<file path="config.mk">
export PLATFORM = sky130hd
export DESIGN_NAME = fbd_geom
export DESIGN_NICKNAME = d
export VERILOG_FILES = /design/src/fbd_pkg.sv /design/src/fbd_geom.sv
export SDC_FILE = /design/constraint.sdc
export NUM_CORES = 1
export LEC_CHECK = 0
export ABC_AREA = 1
export BUFFER_PORTS_ARGS = -buffer_cell sky130_fd_sc_hd__buf_2
export CELL_PAD_IN_SITES_DETAIL_PLACEMENT = 1
export CELL_PAD_IN_SITES_GLOBAL_PLACEMENT = 2
export CORE_ASPECT_RATIO = 1.2
export CORE_UTILIZATION = 34
export DETAILED_ROUTE_END_ITERATION = 8
export PLACE_DENSITY_LB_ADDON = 0.1
export SYNTH_ARGS = -nofsm -noshare
export SYNTH_HDL_FRONTEND = slang
export SYNTH_SLANG_ARGS = --single-unit
</file>
<file path="constraint.sdc">
create_clock -name i_clk -period 3.8 [get_ports i_clk]
set_clock_uncertainty 0.1 [all_clocks]
set_input_delay 0.76 -clock i_clk [delete_from_list [all_inputs] [get_ports i_clk]]
set_output_delay 0.76 -clock i_clk [all_outputs]
set_load 0.03 [all_outputs]
</file>
<file path="src/fbd_pkg.sv">
`default_nettype none
// ---------------------------------------------------------------------------
// fbd_pkg
// Shared sizes, codes, tables and helper functions of the page framebuffer
// draw engine.
// ---------------------------------------------------------------------------
package fbd_pkg;

    localparam int PANEL_WIDTH  = 128;
    localparam int PANEL_HEIGHT = 64;
    localparam int PAGE_COUNT   = (PANEL_HEIGHT + 7) / 8;
    localparam int STORE_BYTES  = PANEL_WIDTH * PAGE_COUNT;
    localparam int ADDR_W       = (STORE_BYTES > 1) ? $clog2(STORE_BYTES) : 1;
    localparam int COL_W        = $clog2(PANEL_WIDTH);
    localparam int PAGE_W       = (PAGE_COUNT > 1) ? $clog2(PAGE_COUNT) : 1;
    localparam int CNT_W        = $clog2(PANEL_WIDTH + 1);
    localparam int COORD_W      = 12;

    typedef logic signed [COORD_W-1:0] t_coord;

    localparam t_coord W_SIZE = t_coord'(PANEL_WIDTH);
    localparam t_coord H_SIZE = t_coord'(PANEL_HEIGHT);
    localparam t_coord W_LAST = t_coord'(PANEL_WIDTH - 1);
    localparam t_coord H_LAST = t_coord'(PANEL_HEIGHT - 1);

    // command codes
    localparam logic [2:0] CMD_PIXEL = 3'd0;
    localparam logic [2:0] CMD_HLINE = 3'd1;
    localparam logic [2:0] CMD_VLINE = 3'd2;
    localparam logic [2:0] CMD_CLEAR = 3'd3;
    localparam logic [2:0] CMD_READ  = 3'd4;

    // colour operations
    localparam logic [1:0] OP_CLEAR  = 2'd0;
    localparam logic [1:0] OP_SET    = 2'd1;
    localparam logic [1:0] OP_INVERT = 2'd2;

    // rotation codes
    localparam logic [1:0] ROT_0   = 2'd0;
    localparam logic [1:0] ROT_90  = 2'd1;
    localparam logic [1:0] ROT_180 = 2'd2;
    localparam logic [1:0] ROT_270 = 2'd3;

    // top k bits set, low k bits set
    localparam logic [7:0] HIGH_BITS [8] = '{8'h00, 8'h80, 8'hC0, 8'hE0,
                                             8'hF0, 8'hF8, 8'hFC, 8'hFE};
    localparam logic [7:0] LOW_BITS  [8] = '{8'h00, 8'h01, 8'h03, 8'h07,
                                             8'h0F, 8'h1F, 8'h3F, 8'h7F};
    localparam logic [7:0] ALL_BITS  = 8'hFF;

    // Resolved span of one draw, ready to be walked through the store.
    typedef struct packed {
        logic              is_col;
        logic              clipped;
        logic              empty;
        logic [ADDR_W-1:0] start;
        logic [CNT_W-1:0]  count;
        logic [2:0]        lo_bit;
        logic [2:0]        hi_bit;
        logic [7:0]        row_mask;
    } t_span;

    // Byte mask of one page of a vertical span: partial on first and last.
    function automatic logic [7:0] page_mask(input logic [2:0] lo_bit,
                                             input logic [2:0] hi_bit,
                                             input logic first,
                                             input logic last);
        logic [7:0] lo_m;
        logic [7:0] hi_m;
        lo_m = first ? ~LOW_BITS[lo_bit] : ALL_BITS;
        hi_m = last ? ~HIGH_BITS[3'd7 - hi_bit] : ALL_BITS;
        return lo_m & hi_m;
    endfunction

    function automatic logic [7:0] apply_colour(input logic [7:0] data,
                                                input logic [7:0] mask,
                                                input logic [1:0] op);
        logic [7:0] res;
        case (op)
            OP_CLEAR:  res = data & ~mask;
            OP_SET:    res = data | mask;
            OP_INVERT: res = data ^ mask;
            default:   res = data;
        endcase
        return res;
    endfunction

endpackage
`default_nettype wire

</file>
<file path="src/fbd_geom.sv">
`default_nettype none
// ---------------------------------------------------------------------------
// fbd_geom
// Two-stage span resolver: rotates a logical pixel or line into a panel
// row or column span, then clips it and derives start address, beat count
// and edge bits.
// ---------------------------------------------------------------------------
module fbd_geom import fbd_pkg::*; (
    input  wire logic              i_clk,
    input  wire logic              i_start,
    input  wire logic [1:0]        i_rot,
    input  wire logic              i_horiz,
    input  wire logic              i_pixel,
    input  wire logic signed [8:0] i_x,
    input  wire logic signed [8:0] i_y,
    input  wire logic [7:0]        i_len,
    output t_span                  o_span
);

    // stage 1: rotated span
    logic   r_is_col;
    logic   r_empty;
    t_coord r_fixed;
    t_coord r_lo;
    t_coord r_hi;

    logic   n_is_col;
    logic   n_empty;
    t_coord n_fixed;
    t_coord n_lo;
    t_coord n_hi;

    t_coord xs;
    t_coord ys;
    t_coord ext;

    always_comb begin
        xs       = t_coord'(i_x);
        ys       = t_coord'(i_y);
        ext      = i_pixel ? '0 : t_coord'({{(COORD_W-8){1'b0}}, i_len}) - t_coord'(1);
        n_empty  = !i_pixel && (i_len == 8'd0);
        n_is_col = i_horiz ? i_rot[0] : !i_rot[0];
        unique case (i_rot)
            ROT_90: begin
                if (i_horiz) begin
                    n_fixed = W_LAST - ys;
                    n_lo    = xs;
                    n_hi    = xs + ext;
                end else begin
                    n_fixed = xs;
                    n_lo    = W_LAST - ys - ext;
                    n_hi    = W_LAST - ys;
                end
            end
            ROT_180: begin
                if (i_horiz) begin
                    n_fixed = H_LAST - ys;
                    n_lo    = W_LAST - xs - ext;
                    n_hi    = W_LAST - xs;
                end else begin
                    n_fixed = W_LAST - xs;
                    n_lo    = H_LAST - ys - ext;
                    n_hi    = H_LAST - ys;
                end
            end
            ROT_270: begin
                if (i_horiz) begin
                    n_fixed = ys;
                    n_lo    = H_LAST - xs - ext;
                    n_hi    = H_LAST - xs;
                end else begin
                    n_fixed = H_LAST - xs;
                    n_lo    = ys;
                    n_hi    = ys + ext;
                end
            end
            default: begin
                if (i_horiz) begin
                    n_fixed = ys;
                    n_lo    = xs;
                    n_hi    = xs + ext;
                end else begin
                    n_fixed = xs;
                    n_lo    = ys;
                    n_hi    = ys + ext;
                end
            end
        endcase
    end

    always_ff @(posedge i_clk) begin
        if (i_start) begin
            r_is_col <= n_is_col;
            r_empty  <= n_empty;
            r_fixed  <= n_fixed;
            r_lo     <= n_lo;
            r_hi     <= n_hi;
        end
    end

    // stage 2: clip, clamp, address
    t_coord            fix_max;
    t_coord            span_max;
    t_coord            lo_c;
    t_coord            hi_c;
    logic              off_panel;
    logic [PAGE_W-1:0] page_fix;
    logic [PAGE_W-1:0] page_lo;
    logic [PAGE_W-1:0] page_hi;
    t_span             n_span;
    t_span             r_span;

    always_comb begin
        fix_max   = r_is_col ? W_SIZE : H_SIZE;
        span_max  = r_is_col ? H_SIZE : W_SIZE;
        off_panel = (r_fixed < 0) || (r_fixed >= fix_max) || (r_hi < 0) || (r_lo >= span_max);
        lo_c      = (r_lo < 0) ? '0 : r_lo;
        hi_c      = (r_hi > span_max - t_coord'(1)) ? span_max - t_coord'(1) : r_hi;
        page_fix  = r_fixed[PAGE_W+2:3];
        page_lo   = lo_c[PAGE_W+2:3];
        page_hi   = hi_c[PAGE_W+2:3];

        n_span.is_col   = r_is_col;
        n_span.empty    = r_empty;
        n_span.clipped  = off_panel && !r_empty;
        n_span.lo_bit   = lo_c[2:0];
        n_span.hi_bit   = hi_c[2:0];
        n_span.row_mask = 8'd1 << r_fixed[2:0];
        if (r_is_col) begin
            n_span.start = ADDR_W'(page_lo * PANEL_WIDTH) + ADDR_W'(r_fixed[COL_W-1:0]);
            n_span.count = CNT_W'(page_hi - page_lo) + CNT_W'(1);
        end else begin
            n_span.start = ADDR_W'(page_fix * PANEL_WIDTH) + ADDR_W'(lo_c[COL_W-1:0]);
            n_span.count = CNT_W'(hi_c - lo_c + t_coord'(1));
        end
    end

    always_ff @(posedge i_clk) begin
        r_span <= n_span;
    end

    assign o_span = r_span;

endmodule
`default_nettype wire

</file>
==> flow_metrics.py <==
metrics = {
    "status": {
        "status": "completed",
    },
    "route": {
        "num_vias": 7161,
        "ant_nets": 0,
        "wire_per_inst_um": 18.0,
        "drc": 0,
        "drt_iter0_markers": 421,
        "vias_per_cell": 5.12,
        "totalWireLength_mm": 25.2,
        "firstDrtPassIters": 5,
    },
    "die": {
        "die_h_um": 158,
        "io_pins": 67,
        "die_x_um": 132,
        "design.die.area_um2": 20900,
        "num_rows": 56,
        "design.core.area_um2": 19800,
        "initial_core_util_pct": 35.0,
    },
    "finish": {
        "final_common_cell": "nand2_1",
        "stdcell_count": 1398,
        "diodes": 0,
        "nets": 1247,
        "fill_cells": 2639,
        "most-common-layout-cells": "nand2_1, inv_1, nor2_1, nand3_1, ha_1",
        "drive_above_1_share_pct": 12.7,
        "area_delta_synth_final_pct": 15.7,
    },
    "global_routing": {
        "antenna_found_initial": 0,
        "grt_max_degree": 39,
        "grt_pass1_vias": 7455,
        "grt_pass1_wl_mm": 40.0,
        "grtUsageTotal_pct": 25.3,
        "grt_remaining_overflow": 0,
    },
    "place": {
        "gp_congestion": 0.894,
        "post-place-cells": 1381,
        "port_buffers": 66,
        "hpwl_mm": 21.0,
    },
    "timing": {
        "worstMarginPinSlew_ns": 0.856,
        "max_slew_margin_pct": 42.9,
        "fin_crit_ns": 3.45,
        "period_share_pct": 90.8,
        "setup_violations": 0,
        "maxSlewViolCount": 0,
        "worst_hold_slack_ns": 0.376,
        "hold_viol_final": 0,
        "max_freq_mhz": 290,
        "grt_setup_unrepaired": "false",
    },
    "worst_setup_path": {
        "crit_arrival_ns": 3.57,
        "required_ns": 3.92,
        "critPathKind": "reg2reg",
        "worst_path_most_repeated_cell": "nand2_1",
        "path_buf_inv": 2,
        "r2r_slack_ns": 0.35,
        "crit_path_top_delay_cell": "edfxtp_1",
        "cp_max_fo": 6,
        "slowest_delay_ns": 0.46,
        "cpLargestDelayFamily": "simple AND/OR/NAND/NOR gates",
        "crit_path_end_kind": "flop",
        "worstPathCellList": "ha_1, nand4_1, o21ai_1, buf_4, nand2_1, nand2_2, inv_2, or2_2, ha_1, ha_1, fa_2, nand2_1, nand2_1, nand2_1, nand2_1, nand2_1, nand2_1, a21oi_2, nand2_1, nand2_1, o21ai_0",
        "critPathLaunchType": "flop",
    },
    "synthesis": {
        "synth_top_cell_area_share_pct": 16.1,
        "synth.distinct_cells": 40,
        "ys_seq_elements": 71,
        "ys_seq_area_share_pct": 25.8,
        "syn_avg_cell_area_um2": 6.58,
        "ys.warnings.count": 0,
        "synth_nets": 1166,
        "synthTopCellsByArea": "nand2_1, edfxtp_1, ha_1",
        "synth_top_cell_by_area": "nand2_1",
        "synthesis.area_um2": 6910,
        "synth_cells": 1051,
    },
    "clocking": {
        "cts_buffers": 9,
        "h-tree-depth": 3,
        "clk_pin_slew_ns": 0.07,
        "clock_path_buffers": 2,
        "cts_sinks": 71,
        "clockRootBuffer": "clkbuf_16",
        "cts_tree": "yes",
        "insertion_delay_ns": 0.34,
    },
    "power_and_ir_drop": {
        "vdd_drop_max_mv": 0.250,
        "leakage_nw": 4.03,
        "cellPowerDensity_nw_per_um2": 405,
    },
    "run": {
        "cap_viol_max_count": 0,
    },
    "min_path": {
        "min_path_type": "reg2reg",
    },
}
==> cells by family after synthesis <==
| group | count (synthesis) | synth area share (%) |
|---|---|---|
| DFF | 71 | 25.8 |
| xor gates and xnor gates | 17 | 2.15 |
| and+or+nand+nor | 544 | 33.1 |
| muxes | 1 | 0.145 |
| adders and majority gates | 83 | 15.9 |
| AOI/OAI and AO/OA | 157 | 12.8 |
| buffers and inverters | 178 | 10.2 |
==> worst reg2reg max path, cell delays in order, from the launching register on <==
cell	delay (ns)
edfxtp_1	0.46
ha_1	0.32
nand4_1	0.08
o21ai_1	0.12
buf_4	0.14
nand2_1	0.06
nand2_2	0.14
inv_2	0.08
or2_2	0.29
ha_1	0.19
ha_1	0.22
fa_2	0.35
nand2_1	0.08
nand2_1	0.07
nand2_1	0.07
nand2_1	0.08
nand2_1	0.09
nand2_1	0.07
a21oi_2	0.14
nand2_1	0.07
nand2_1	0.05
o21ai_0	0.07
==> area by class of cell <==
type                       count  area (um2)  share of cell area, %
timing repair buffer         101         606                   7.57
clock inverter                 7        73.8                  0.923
clock buffer                   9         225                   2.82
tap                          261         327                   4.08
sequential                    71        1780                   22.3
inverter                     147         552                   6.90
multi-input combinational    802        4430                   55.4
==> per-layer routing <==
metal	share of wire, %	GRT usage, %
met2	51	47.3
met5	0	0
met3	2.7	2.53
met4	2.4	8.86
met1	44	30.0
==> cell usage after synthesis (all sizes together) <==
cell type,number
nor2,109
o211ai,6
a211o,4
a31oi,3
o2111ai,7
dfxtp,35
xor2,13
ha,75
nand2,298
inv,147
clkbuf,8
xnor2,4
or2,14
nand3,81
a21oi,56
buf,23
o21bai,5
and2,1
nand4,23
edfxtp,36
mux2i,1
nor3,10
o2bb2ai,1
nand3b,1
a41oi,1
o22ai,2
or3,3
o221ai,1
fa,8
o21ai,70
nor4,4
o31ai,1
==> metrics by stage <==
step                      util (%)  area (um2)  power, mW  worst slack (ns)  setup TNS, ns
after detailed placement      38.9        7680       2.40           -0.0729        -0.0729
after global placement        38.9        7680       2.37          -0.00916       -0.00916
after CTS                     40.4        7980       3.26            0.0883              0
after floorplan                  -        6910       1.94             0.724              0
final                         40.5        8000       3.24             0.351              0
after global routing          40.5        8000       3.46            0.0117              0
==> what timing repair did <==
action,4_1_cts,5_1_grt
hold buffers,0,0
hold endpoints to repair,0,0
gates resized for setup,0,5
setup endpoints to repair,0,1
buffers inserted,0,1
==> power by group <==
part	internal [mW]	switching [mW]
Clock	0.465	0.390
Combinational	0.454	0.926
Sequential	0.951	0.0498
Total	1.87	1.37
==> sequential cells by signal, summed over array words and instances (netlist names) <==
name,flops
r_is_col,1
r_fixed,10
r_lo,12
r_empty,1
o_span,35
r_hi,12
==> worst paths after layout <==
path	start	to	cells after the start
setup / recovery	r_hi[6]	o_span[21]	21
hold / removal	r_fixed[0]	o_span[2]	1
setup reg to reg	r_hi[6]	o_span[21]	21
hold reg to reg	r_fixed[0]	o_span[2]	1
Power figures use the tool's default switching activity.
